===== src/hw/rtl/gbn_rx_pkg.sv =====
// shared types and constants for the go-back-n receiver
package gbn_rx_pkg;

    localparam int SEQ_W     = 15;
    localparam int SUM_W     = 17;
    localparam int TICK_W    = 16;
    localparam int RETRY_W   = 4;
    localparam int LEN_W     = 10;
    localparam int HDR_W     = 16;
    localparam int CFG_IDX_W = 2;
    localparam int CFG_W     = 16;
    localparam int OUTQ_DEPTH = 4;
    localparam int OUTQ_PTR_W = $clog2(OUTQ_DEPTH);
    localparam int OUTQ_CNT_W = $clog2(OUTQ_DEPTH + 1);

    typedef enum logic [CFG_IDX_W-1:0] {
        CFG_INITIAL_SEQ     = 2'd0,
        CFG_TIMEOUT_TICKS   = 2'd1,
        CFG_MAX_FIN_RETRIES = 2'd2,
        CFG_UNUSED          = 2'd3
    } t_cfg_index;

    typedef enum logic [3:0] {
        PH_LISTEN    = 4'b0001,
        PH_HANDSHAKE = 4'b0010,
        PH_DATA      = 4'b0100,
        PH_CLOSING   = 4'b1000
    } t_phase;

    typedef struct packed {
        logic [SEQ_W-1:0] send_seq;
        logic [SEQ_W-1:0] send_ack;
        logic             send_syn;
        logic             send_ack_bit;
        logic             send_fin;
        logic             accept_payload;
        logic             is_dup_ack;
        logic             is_retransmit;
        logic             conn_closed;
        logic             last;
    } t_result;

endpackage


===== src/hw/rtl/gbn_rx_mod.sv =====
// residue of a 17-bit value modulo the sequence space, by chunk tables and one fold
module gbn_rx_mod #(
    parameter int SEQ_MODULUS = 25601
) (
    input  logic [gbn_rx_pkg::SUM_W-1:0] i_value,
    output logic [gbn_rx_pkg::SEQ_W-1:0] o_residue
);

    localparam logic [gbn_rx_pkg::SUM_W-1:0] MOD1 = gbn_rx_pkg::SUM_W'(SEQ_MODULUS);
    localparam logic [gbn_rx_pkg::SUM_W-1:0] MOD2 = gbn_rx_pkg::SUM_W'(2 * SEQ_MODULUS);

    logic [gbn_rx_pkg::SEQ_W-1:0] w_lo_tbl  [64];
    logic [gbn_rx_pkg::SEQ_W-1:0] w_mid_tbl [64];
    logic [gbn_rx_pkg::SEQ_W-1:0] w_hi_tbl  [32];
    logic [gbn_rx_pkg::SUM_W-1:0] w_sum;

    // weight of each chunk reduced at elaboration
    for (genvar g = 0; g < 64; g++) begin : g_lo_mid
        assign w_lo_tbl[g]  = gbn_rx_pkg::SEQ_W'(g % SEQ_MODULUS);
        assign w_mid_tbl[g] = gbn_rx_pkg::SEQ_W'((g * 64) % SEQ_MODULUS);
    end
    for (genvar g = 0; g < 32; g++) begin : g_hi
        assign w_hi_tbl[g] = gbn_rx_pkg::SEQ_W'((g * 4096) % SEQ_MODULUS);
    end

    // three partial residues sum below three moduli
    assign w_sum = gbn_rx_pkg::SUM_W'(w_lo_tbl[i_value[5:0]])
                 + gbn_rx_pkg::SUM_W'(w_mid_tbl[i_value[11:6]])
                 + gbn_rx_pkg::SUM_W'(w_hi_tbl[i_value[16:12]]);

    always_comb begin
        priority if (w_sum >= MOD2) begin
            o_residue = gbn_rx_pkg::SEQ_W'(w_sum - MOD2);
        end else if (w_sum >= MOD1) begin
            o_residue = gbn_rx_pkg::SEQ_W'(w_sum - MOD1);
        end else begin
            o_residue = gbn_rx_pkg::SEQ_W'(w_sum);
        end
    end

endmodule


===== src/hw/rtl/go_back_n_receiver.sv =====
// go-back-n receiver: connection phases, cumulative ack and fin retransmit
//
//  channel  signals                              direction  payload
//  in       i_in_valid / o_in_ready              to block   header fields or timer tick
//  out      o_out_valid / i_out_ready            from block one outgoing header or close mark
//  cfg      i_cfg_valid / o_cfg_ready            to block   i_cfg_index, i_cfg_data
//
//  one item per cycle while two queue slots are free: an input register, the phase logic, then a 4-entry result queue
//  an item waits in the input register until the phase logic takes it and writes its results to the result queue
//  a fin in order makes two results; the phase logic waits while fewer than two queue slots are free
//  reset (synchronous, active low) empties the input register and the queue and returns to listen
//  the config port never stalls
module go_back_n_receiver #(
    parameter int SEQ_MODULUS = 25601,
    parameter int MAX_PAYLOAD = 512
) (
    input  logic        i_clk,
    input  logic        i_rst_n,

    input  logic        i_in_valid,
    output logic        o_in_ready,
    input  logic        i_in_kind,
    input  logic [15:0] i_in_seq_num,
    input  logic [15:0] i_in_ack_num,
    input  logic        i_in_ack_bit,
    input  logic        i_in_fin_bit,
    input  logic [9:0]  i_in_payload_len,

    output logic        o_out_valid,
    input  logic        i_out_ready,
    output logic [14:0] o_out_send_seq,
    output logic [14:0] o_out_send_ack,
    output logic        o_out_send_syn,
    output logic        o_out_send_ack_bit,
    output logic        o_out_send_fin,
    output logic        o_out_accept_payload,
    output logic        o_out_is_dup_ack,
    output logic        o_out_is_retransmit,
    output logic        o_out_conn_closed,
    output logic        o_out_last,

    input  logic        i_cfg_valid,
    output logic        o_cfg_ready,
    input  logic [1:0]  i_cfg_index,
    input  logic [15:0] i_cfg_data
);

    localparam int SEQ_W  = gbn_rx_pkg::SEQ_W;
    localparam int SUM_W  = gbn_rx_pkg::SUM_W;
    localparam int TICK_W = gbn_rx_pkg::TICK_W;
    localparam int RTR_W  = gbn_rx_pkg::RETRY_W;
    localparam int PTR_W  = gbn_rx_pkg::OUTQ_PTR_W;
    localparam int CNT_W  = gbn_rx_pkg::OUTQ_CNT_W;
    localparam int LEN_XW = 13;

    localparam logic [SUM_W-1:0]  MOD1     = SUM_W'(SEQ_MODULUS);
    localparam logic [LEN_XW-1:0] MAX_LEN  = LEN_XW'(MAX_PAYLOAD);
    localparam logic [CNT_W-1:0]  ROOM_MAX = CNT_W'(gbn_rx_pkg::OUTQ_DEPTH - 2);

    // configuration
    logic [SEQ_W-1:0]  r_iss;
    logic [TICK_W-1:0] r_timeout;
    logic [RTR_W-1:0]  r_max_retries;
    logic [SEQ_W-1:0]  w_cfg_residue;

    // input register
    logic              r_in_valid;
    logic              r_kind;
    logic [15:0]       r_seq;
    logic [15:0]       r_ackn;
    logic              r_ackf;
    logic              r_finf;
    logic [9:0]        r_len;

    // connection state
    gbn_rx_pkg::t_phase r_phase, n_phase;
    logic [SEQ_W-1:0]  r_expected, n_expected;
    logic [SEQ_W-1:0]  r_server_seq, n_server_seq;
    logic [SEQ_W-1:0]  r_synack_ack, n_synack_ack;
    logic [TICK_W-1:0] r_ticks, n_ticks;
    logic [RTR_W-1:0]  r_retries, n_retries;

    // result queue
    gbn_rx_pkg::t_result r_q [gbn_rx_pkg::OUTQ_DEPTH];
    logic [PTR_W-1:0]  r_head, r_tail;
    logic [CNT_W-1:0]  r_count;

    logic              w_fire;
    logic              w_pop;
    logic [1:0]        w_push;
    gbn_rx_pkg::t_result w_res0, w_res1;

    logic [LEN_XW-1:0] w_len;
    logic [SUM_W-1:0]  w_seq_inc;
    logic [SUM_W-1:0]  w_seq_len;
    logic [SEQ_W-1:0]  w_inc_mod;
    logic [SEQ_W-1:0]  w_len_mod;
    logic [SUM_W-1:0]  w_srv_inc;
    logic [SUM_W-1:0]  w_fin_ack;
    logic [TICK_W-1:0] w_tick_next;
    logic              w_timeout;

    gbn_rx_mod #(.SEQ_MODULUS(SEQ_MODULUS)) u_mod_cfg (
        .i_value   ({2'b00, i_cfg_data[SEQ_W-1:0]}),
        .o_residue (w_cfg_residue)
    );

    gbn_rx_mod #(.SEQ_MODULUS(SEQ_MODULUS)) u_mod_inc (
        .i_value   (w_seq_inc),
        .o_residue (w_inc_mod)
    );

    gbn_rx_mod #(.SEQ_MODULUS(SEQ_MODULUS)) u_mod_len (
        .i_value   (w_seq_len),
        .o_residue (w_len_mod)
    );

    assign o_cfg_ready = 1'b1;

    always_ff @(posedge i_clk) begin
        if (!i_rst_n) begin
            r_iss         <= '0;
            r_timeout     <= TICK_W'(500);
            r_max_retries <= RTR_W'(12);
        end else if (i_cfg_valid) begin
            unique case (gbn_rx_pkg::t_cfg_index'(i_cfg_index))
                gbn_rx_pkg::CFG_INITIAL_SEQ:     r_iss         <= w_cfg_residue;
                gbn_rx_pkg::CFG_TIMEOUT_TICKS:   r_timeout     <= i_cfg_data;
                gbn_rx_pkg::CFG_MAX_FIN_RETRIES: r_max_retries <= i_cfg_data[RTR_W-1:0];
                default: begin
                end
            endcase
        end
    end

    // the phase logic needs two free queue slots
    assign w_fire     = r_in_valid && (r_count <= ROOM_MAX);
    assign o_in_ready = !r_in_valid || w_fire;

    always_ff @(posedge i_clk) begin
        if (!i_rst_n) begin
            r_in_valid <= 1'b0;
        end else if (i_in_valid && o_in_ready) begin
            r_in_valid <= 1'b1;
        end else if (w_fire) begin
            r_in_valid <= 1'b0;
        end
    end

    always_ff @(posedge i_clk) begin
        if (i_in_valid && o_in_ready) begin
            r_kind <= i_in_kind;
            r_seq  <= i_in_seq_num;
            r_ackn <= i_in_ack_num;
            r_ackf <= i_in_ack_bit;
            r_finf <= i_in_fin_bit;
            r_len  <= i_in_payload_len;
        end
    end

    assign w_len       = ({3'b000, r_len} > MAX_LEN) ? MAX_LEN : {3'b000, r_len};
    assign w_seq_inc   = SUM_W'(r_seq) + SUM_W'(1);
    assign w_seq_len   = SUM_W'(r_seq) + SUM_W'(w_len);
    assign w_srv_inc   = SUM_W'(r_server_seq) + SUM_W'(1);
    assign w_fin_ack   = (w_srv_inc >= MOD1) ? (w_srv_inc - MOD1) : w_srv_inc;
    assign w_tick_next = r_ticks + TICK_W'(1);
    assign w_timeout   = (w_tick_next >= r_timeout);

    always_comb begin
        n_phase      = r_phase;
        n_expected   = r_expected;
        n_server_seq = r_server_seq;
        n_synack_ack = r_synack_ack;
        n_ticks      = r_ticks;
        n_retries    = r_retries;
        w_res0       = '0;
        w_res1       = '0;
        w_push       = 2'd0;
        w_res0.last  = 1'b1;
        if (w_fire) begin
            unique case (r_phase)
                gbn_rx_pkg::PH_LISTEN: begin
                    if (!r_kind) begin
                        n_server_seq = r_iss + SEQ_W'(1);
                        n_synack_ack = w_inc_mod;
                        n_ticks      = '0;
                        n_phase      = gbn_rx_pkg::PH_HANDSHAKE;
                        w_res0.send_seq     = r_iss;
                        w_res0.send_ack     = w_inc_mod;
                        w_res0.send_syn     = 1'b1;
                        w_res0.send_ack_bit = 1'b1;
                        w_push = 2'd1;
                    end
                end
                gbn_rx_pkg::PH_HANDSHAKE: begin
                    if (r_kind) begin
                        n_ticks = w_tick_next;
                        if (w_timeout) begin
                            n_ticks = '0;
                            w_res0.send_seq      = r_server_seq - SEQ_W'(1);
                            w_res0.send_ack      = r_synack_ack;
                            w_res0.send_syn      = 1'b1;
                            w_res0.send_ack_bit  = 1'b1;
                            w_res0.is_retransmit = 1'b1;
                            w_push = 2'd1;
                        end
                    end else if (r_ackf) begin
                        n_expected = w_len_mod;
                        n_phase    = gbn_rx_pkg::PH_DATA;
                        w_res0.send_seq       = r_server_seq;
                        w_res0.send_ack       = w_len_mod;
                        w_res0.send_ack_bit   = 1'b1;
                        w_res0.accept_payload = 1'b1;
                        w_push = 2'd1;
                    end
                end
                gbn_rx_pkg::PH_DATA: begin
                    if (!r_kind) begin
                        w_res0.send_seq     = r_server_seq;
                        w_res0.send_ack_bit = 1'b1;
                        w_push = 2'd1;
                        if (r_seq != {1'b0, r_expected}) begin
                            w_res0.send_ack   = r_expected;
                            w_res0.is_dup_ack = 1'b1;
                        end else if (r_finf) begin
                            // fin-ack, then our own fin
                            w_res0.send_ack  = w_inc_mod;
                            w_res0.last      = 1'b0;
                            w_res1.send_seq  = r_server_seq;
                            w_res1.send_fin  = 1'b1;
                            w_res1.last      = 1'b1;
                            w_push     = 2'd2;
                            n_expected = w_inc_mod;
                            n_phase    = gbn_rx_pkg::PH_CLOSING;
                            n_ticks    = '0;
                            n_retries  = '0;
                        end else begin
                            w_res0.send_ack       = w_len_mod;
                            w_res0.accept_payload = 1'b1;
                            n_expected = w_len_mod;
                        end
                    end
                end
                gbn_rx_pkg::PH_CLOSING: begin
                    if (r_kind) begin
                        n_ticks = w_tick_next;
                        if (w_timeout) begin
                            w_push = 2'd1;
                            if (r_retries == r_max_retries) begin
                                n_phase = gbn_rx_pkg::PH_LISTEN;
                                w_res0.conn_closed = 1'b1;
                            end else begin
                                n_ticks   = '0;
                                n_retries = r_retries + RTR_W'(1);
                                w_res0.send_seq      = r_server_seq;
                                w_res0.send_fin      = 1'b1;
                                w_res0.is_retransmit = 1'b1;
                            end
                        end
                    end else if (r_ackf && (SUM_W'(r_ackn) == w_fin_ack)) begin
                        n_phase = gbn_rx_pkg::PH_LISTEN;
                        w_res0.conn_closed = 1'b1;
                        w_push = 2'd1;
                    end
                end
                default: begin
                    n_phase = gbn_rx_pkg::PH_LISTEN;
                end
            endcase
        end
    end

    always_ff @(posedge i_clk) begin
        if (!i_rst_n) begin
            r_phase      <= gbn_rx_pkg::PH_LISTEN;
            r_expected   <= '0;
            r_server_seq <= '0;
            r_synack_ack <= '0;
            r_ticks      <= '0;
            r_retries    <= '0;
        end else begin
            r_phase      <= n_phase;
            r_expected   <= n_expected;
            r_server_seq <= n_server_seq;
            r_synack_ack <= n_synack_ack;
            r_ticks      <= n_ticks;
            r_retries    <= n_retries;
        end
    end

    // result queue
    assign w_pop       = o_out_valid && i_out_ready;
    assign o_out_valid = (r_count != '0);

    always_ff @(posedge i_clk) begin
        if (!i_rst_n) begin
            r_head  <= '0;
            r_tail  <= '0;
            r_count <= '0;
        end else begin
            r_head  <= r_head + PTR_W'(w_pop);
            r_tail  <= r_tail + PTR_W'(w_push);
            r_count <= r_count + CNT_W'(w_push) - CNT_W'(w_pop);
        end
    end

    always_ff @(posedge i_clk) begin
        if (w_push != 2'd0) begin
            r_q[r_tail] <= w_res0;
        end
        if (w_push == 2'd2) begin
            r_q[r_tail + PTR_W'(1)] <= w_res1;
        end
    end

    assign o_out_send_seq       = r_q[r_head].send_seq;
    assign o_out_send_ack       = r_q[r_head].send_ack;
    assign o_out_send_syn       = r_q[r_head].send_syn;
    assign o_out_send_ack_bit   = r_q[r_head].send_ack_bit;
    assign o_out_send_fin       = r_q[r_head].send_fin;
    assign o_out_accept_payload = r_q[r_head].accept_payload;
    assign o_out_is_dup_ack     = r_q[r_head].is_dup_ack;
    assign o_out_is_retransmit  = r_q[r_head].is_retransmit;
    assign o_out_conn_closed    = r_q[r_head].conn_closed;
    assign o_out_last           = r_q[r_head].last;

endmodule


===== config.mk =====
export PLATFORM = sky130hd
export DESIGN_NAME = go_back_n_receiver
export DESIGN_NICKNAME = d
export VERILOG_FILES = /design/src/hw/rtl/gbn_rx_pkg.sv /design/src/hw/rtl/gbn_rx_mod.sv /design/src/hw/rtl/go_back_n_receiver.sv
export SDC_FILE = /design/constraint.sdc
export NUM_CORES = 1
export LEC_CHECK = 0
export BUFFER_PORTS_ARGS = -buffer_cell sky130_fd_sc_hd__buf_2
export CORE_UTILIZATION = 53
export CTS_CLUSTER_SIZE = 30
export DETAILED_ROUTE_END_ITERATION = 10
export PLACE_DENSITY = 0.71
export SLEW_MARGIN = 10
export SYNTH_ARGS = -nofsm -noshare
export SYNTH_HDL_FRONTEND = slang
export SYNTH_SLANG_ARGS = --single-unit

===== constraint.sdc =====
create_clock -name i_clk -period 7.9 [get_ports i_clk]
set_input_delay 0.395 -clock i_clk [delete_from_list [all_inputs] [get_ports i_clk]]
set_output_delay 0.395 -clock i_clk [all_outputs]
set_load 0.02 [all_outputs]

; ---- Word level (Yosys, flattened, before mapping)
; Memories as Yosys holds them, arrays and structs flattened. A register that Yosys moved wholly into a read port is not among the register bits.
; Cells that the tools add are included.
[totals]
ram_bits = 152
word_cells = 255
output_inout_bits = 41
ff_bits = 157
rom_bits = 7200
mem_count = 10
[classes]
muxes = 128
reduce_logical = 21
eq_ne = 23
bitwise_logic = 10
order_cmp = 19
add_sub_neg = 25
[memory_table]
columns = memory, words, width, rd, rd_ports_with_merged_regs, wr, line_no
row1 = (name not given), 64, 15, 1, 0, 0, gbn_rx_mod.sv:28  ; + gbn_rx_pkg::SUM_W'(w_mid_tbl[i_value[11:6]])
row2 = (name not given), 64, 15, 1, 0, 0, gbn_rx_mod.sv:27  ; assign w_sum = gbn_rx_pkg::SUM_W'(w_lo_tbl[i_value[5:0]])
row3 = (name not given), 64, 15, 1, 0, 0, gbn_rx_mod.sv:28
row4 = (name not given), 64, 15, 1, 0, 0, gbn_rx_mod.sv:27
row5 = (name not given), 64, 15, 1, 0, 0, gbn_rx_mod.sv:27
row6 = (name not given), 64, 15, 1, 0, 0, gbn_rx_mod.sv:28
row7 = +4 memories, n/a, n/a, n/a, n/a, n/a, n/a
[ops]
columns = op, n
row1 = $mux 15, 37
row2 = $mux 16, 9
row3 = $mux 30, 3
row4 = $sub 15x15->15 const B, 6
row5 = $mux 32, 2
row6 = $mux 4, 16
row7 = $pmux 16 s4, 1
row8 = $pmux 15 s4, 1
row9 = $add 16x15->17, 3
row10 = $ge 17x15->1 const B, 3
row11 = $ge 17x16->1 const B, 3
row12 = $add 15x15->16, 3
row13 = $pmux 15 s3, 1
row14 = $ge 7x7->1 const B, 6
row15 = $not 6->7, 6
row16 = $mux 1, 38
row17 = $mux 38, 1
row18 = $pmux 15 s2, 1
row19 = $ne 2x2->1 const B, 10
row20 = $ge 6x6->1 const B, 3
row21 = $mux 2, 9
row22 = $add 16x1->17 const B, 1
row23 = $add 16x10->17, 1
row24 = $eq 16x17->1, 1
row25 = other kinds (46), 61

; ---- Longest topological paths before layout
[logic_depth]
depth_word = 17
mapped_depth = 31

; ---- Modules after synthesis
; A second synthesis with hierarchy kept.
[hier_totals]
cells_unflattened = 2532
hier_area_um2 = 22353.9
[by_module_without_submodules]
columns = mod, seq_area_each_um2, area_each_um2, instances, cells_each
row1 = go_back_n_receiver, 7317.0, 17127.7, 1, 1812
row2 = gbn_rx_mod at u_mod_cfg ..., 0.0, 1836.8, 2, 257
row3 = gbn_rx_mod at u_mod_len, 0.0, 1552.7, 1, 206

; ---- Worst setup path after synthesis
; Ideal clock, no wire load.
[synth_timing]
path_kind = register to register
start = register r_seq[0]
end = memory r_q[0][14] (netlist bit)
arrival_ns = 6.953
path_slack_ns = 0.811
stages_incl_launch_ff = 28
path_buffers = 0
synth_period_minus_slack_ns = 7.089
cell_sequence = edfxtp_1 -> ha_1 -> fa_1 -> a21oi_2 -> o221ai_1 -> o211a_1 -> xor2_1 -> ha_1 -> nor3b_1 -> a32o_1 -> a21oi_1 -> nand3_1 -> o21ai_0 -> fa_1 -> and2b_2 -> o211a_1 -> o211ai_4 -> or4_1 -> or3_4 -> o31ai_4 -> o211ai_1 -> o22ai_2 -> a21oi_2 -> nand2_1 -> mux2i_1 -> a21oi_1 -> o41ai_2 -> mux2i_1
[synth_lines]
columns = element, line_no
row1 = start: declaration, go_back_n_receiver.sv:69  ; logic [15:0] r_seq;
row2 = start signal: assignment, go_back_n_receiver.sv:153  ; r_seq <= i_in_seq_num;
row3 = end: declaration, go_back_n_receiver.sv:84  ; gbn_rx_pkg::t_result r_q [gbn_rx_pkg::OUTQ_DEPTH];

==> load_flow_metrics.sql <==
INSERT INTO impl_metrics (metric_group, metric, value, unit) VALUES
('yosys', 'synth-seq-cells', '309', ''),
('timing', 'slew_headroom', '22.7', '%'),
('clock_network', 'clock_tree_from_tritoncts', 'yes', ''),
('power', 'p_per_area', '245', 'nW/um2'),
('die', 'die_x', '203', 'um'),
('yosys', 'synth-seq-area-share', '34.2', '%'),
('yosys', 'yosys_warnings', '0', ''),
('route', 'remaining_drc_errors', '0', ''),
('finish', 'seq_cell_area', '7320', 'um2'),
('timing', 'finalCriticalPeriod', '7.39', 'ns'),
('grt', 'globalRouteTotalUtil', '30.0', '%'),
('power', 'share_clk_of_total_power', '29.9', '%'),
('timing', 'timing_worst_slew_pin_value', '1.16', 'ns'),
('placement', 'port-buffer-count', '107', ''),
('timing', 'clock.fmax', '135', 'MHz'),
('placement', 'dp_hpwl', '45100', 'um'),
('yosys', 'synthDistinctLibCells', '118', ''),
('route', 'ant_nets', '0', ''),
('power', 'p_leak', '9.31', 'nW'),
('route', 'first_pass_iteration_count_of_the_detailed_router', '8', ''),
('hold_path', 'worst_hold_path_type', 'primary input to flip-flop', ''),
('yosys', 'syn_avg_cell_area', '8.84', 'um2'),
('grt', 'globalRouteOverflowTotal', '0', ''),
('power', 'worst_ir_drop_on_vdd', '0.164', 'mV'),
('die', 'rows', '73', ''),
('critical_path', 'critPathArrivalTime', '7.83', 'ns'),
('yosys', 'post_synth_design_cell_area', '21400', 'um2'),
('timing', 'unrepaired_setup_endpoints_after_global_routing', 'no', ''),
('grt', 'grt_pass1_wl', '99200', 'um'),
('finish', 'num_antenna_cells', '0', ''),
('timing', 'setup_total_negative_slack', '0', 'ns'),
('yosys', 'synthDominantAreaCellType', 'sky130_fd_sc_hd__dfxtp_1', ''),
('yosys', 'synth.top_cell.area_share', '18.3', '%'),
('route', 'route.vias.total', '19100', ''),
('die', 'die_height', '203', 'um'),
('finish', 'multi_input_area', '13300', 'um2'),
('route', 'postRouteWirelength', '62200', 'um'),
('route', 'drtIter0Drc', '1636', ''),
('clock_network', 'clock_sink_count', '309', ''),
('finish', 'finish.net_count', '2655', ''),
('yosys', 'synth.most_common_cell', 'sky130_fd_sc_hd__nand2_1', ''),
('finish', 'final_cells', '3033', ''),
('yosys', 'mappedNetlistNets', '2593', ''),
('die', 'start_util', '53.8', '%'),
('grt', 'grt_start_max_net_pins', '85', ''),
('placement', 'place.detailed.instances', '2953', ''),
('die', 'io_pins', '109', ''),
('power', 'netSwitchingPower', '2.17', 'mW'),
('timing', 'report.final.hold_viol_count', '0', ''),
('die', 'fp.dieArea', '41200', 'um2'),
('power', 'power.combinational.fraction', '37.1', '%'),
('critical_path', 'slowest_library_cell_on_the_worst_path', 'sky130_fd_sc_hd__or4_1', ''),
('finish', 'fillers', '3528', ''),
('die', 'core', '39700', 'um2'),
('yosys', 'yosys-top-cells-area', 'sky130_fd_sc_hd__dfxtp_1, sky130_fd_sc_hd__edfxtp_1, sky130_fd_sc_hd__ha_1, sky130_fd_sc_hd__nand2_1, sky130_fd_sc_hd__xnor2_1', ''),
('critical_path', 'end_kind', 'flip-flop', ''),
('timing', 'report.final.setup_viol', '0', ''),
('placement', 'detailedPlace.worstSlack', '0.242', 'ns'),
('route', 'detail_route.wl_per_cell', '20.5', 'um'),
('power', 'netSwitchingFraction', '37.2', '%'),
('clock_network', 'tritoncts_buffers', '35', ''),
('timing', 'finalCritPeriodShare', '93.5', '%'),
('clock_network', 'insertion_delay', '0.57', 'ns'),
('grt', 'antenna_found_initial', '0', ''),
('timing', 'worst_slack', '0.511', 'ns'),
('critical_path', 'crit_required', '8.35', 'ns'),
('clock_network', 'max-clock-path-buffers', '3', ''),
('finish', 'syn_to_final_growth', '11.1', '%'),
('critical_path', 'critical_path_class', 'flip-flop to flip-flop', ''),
('run_status', 'outcome', 'completed', ''),
('grt', 'first_global_vias', '18200', '');
[path summary, 6_finish.rpt]
path | cells after the start | endpoint | slack, ns | start
worst max register to register | 28 | r_q[1][13] | 0.51 | r_len[0]
worst min register to register | 2 | r_q[2][3] | 0.45 | r_q[2][3]
worst min-delay path | 1 | r_ackn[12] | 0.02 | i_in_ack_num[12]
worst max-delay path | 28 | r_q[1][13] | 0.51 | r_len[0]
[layout by cell type (no fill, tap or decap), types with 28 or more instances in the layout]
| master | instances |
|---|---|
| sky130_fd_sc_hd__nand3_1 | 78 |
| sky130_fd_sc_hd__edfxtp_1 | 113 |
| sky130_fd_sc_hd__and3_1 | 32 |
| sky130_fd_sc_hd__o21ai_0 | 170 |
| sky130_fd_sc_hd__dfxtp_1 | 194 |
| sky130_fd_sc_hd__inv_1 | 78 |
| sky130_fd_sc_hd__ha_1 | 98 |
| sky130_fd_sc_hd__nor2_1 | 138 |
| sky130_fd_sc_hd__mux2i_1 | 33 |
| sky130_fd_sc_hd__a21o_1 | 30 |
| sky130_fd_sc_hd__clkbuf_16 | 35 |
| sky130_fd_sc_hd__o22ai_1 | 28 |
| sky130_fd_sc_hd__nand2_1 | 317 |
| sky130_fd_sc_hd__buf_2 | 107 |
| sky130_fd_sc_hd__xor2_1 | 69 |
| sky130_fd_sc_hd__nor3_1 | 41 |
| sky130_fd_sc_hd__nor2b_1 | 34 |
| sky130_fd_sc_hd__buf_4 | 42 |
| sky130_fd_sc_hd__xnor2_1 | 105 |
| sky130_fd_sc_hd__and2_1 | 45 |
| sky130_fd_sc_hd__a21oi_1 | 109 |
| sky130_fd_sc_hd__mux4_2 | 38 |
[per-stage QoR]
| step | power [mW] | hold slack, ns | instance area [um2] | util [%] |
|---|---|---|---|---|
| floorplan | 3.45 | 0.426 | 21400 | - |
| global placement | 3.99 | 0.433 | 22300 | 56.2 |
| detailed placement | 4.04 | 0.442 | 22300 | 56.2 |
| CTS | 5.78 | 0.00152 | 23700 | 59.6 |
| global route | 6.11 | 0.00691 | 23800 | 59.8 |
| finish | 5.83 | 0.0203 | 23800 | 59.8 |
[critical path, delay by kind of cell, from the launching register on]
family	cells	cell delay [ns]
adder cells (fa/ha/maj)	4	1.43
XOR/XNOR	2	0.61
buffers and inverters	1	0.17
flip-flops	1	0.38
AND/OR/NAND/NOR	7	1.79
AO/OA/AOI/OAI	14	2.92
[cell type report]
type | count | area share, %
Inverter | 82 | 1.29
Timing Repair Buffer | 162 | 4.14
Sequential cell | 309 | 30.8
Clock buffer | 41 | 3.86
Tap cell | 525 | 2.76
Multi-Input combinational cell | 1892 | 55.9
Clock inverter | 22 | 1.30
[flip-flops by register name (all words and copies together), names as in the netlist, 2 cells and up]
register,cells
r_server_seq,15
r_tail,2
r_len,10
r_synack_ack,15
r_retries,4
r_head,2
r_seq,16
r_ackn,16
r_phase,4
r_max_retries,4
r_iss,15
r_timeout,16
r_expected,15
r_q,152
r_ticks,16
r_count,3
[kinds of logic after synthesis]
logic type      Yosys count  synth area share (%)
mux                      81                  6.08
xor+xnor                182                  7.64
fa+ha+maj               105                  6.32
flops                   309                  34.2
buf+inv                 219                  4.16
simple gates            846                  19.6
other cells               1                0.0175
compound gates          677                  22.0
[repair_timing]
action / in CTS / in global routing
setup buffers: 0 / 5
hold buffers: 12 / 0
gates resized for setup: 0 / 11
endpoints found under the hold margin: 12 / 0
endpoints found under the setup margin: 0 / 57
[layer usage]
| layer | vias to the layer above | global-route usage (%) | wire [um] | part of all wire (%) |
|---|---|---|---|---|
| met5 | - | 0 | 0 | 0 |
| met4 | 0 | 8.81 | 1400 | 2.3 |
| met3 | 101 | 4.54 | 4580 | 7.4 |
| met2 | 785 | 48.8 | 28700 | 46 |
| met1 | 9177 | 41.2 | 27500 | 44 |
| li1 | 9015 | - | - | - |
[power by group through the flow]
stage | logic (mW) | registers [mW] | clock network [mW]
finish | 2.16 | 1.92 | 1.74
global route | 2.35 | 1.94 | 1.82
CTS | 2.10 | 1.92 | 1.76
detailed placement | 2.08 | 1.96 | 0
global placement | 2.05 | 1.95 | 0
floorplan | 1.61 | 1.84 | 0
No activity file was read; power rests on OpenSTA's default activity.
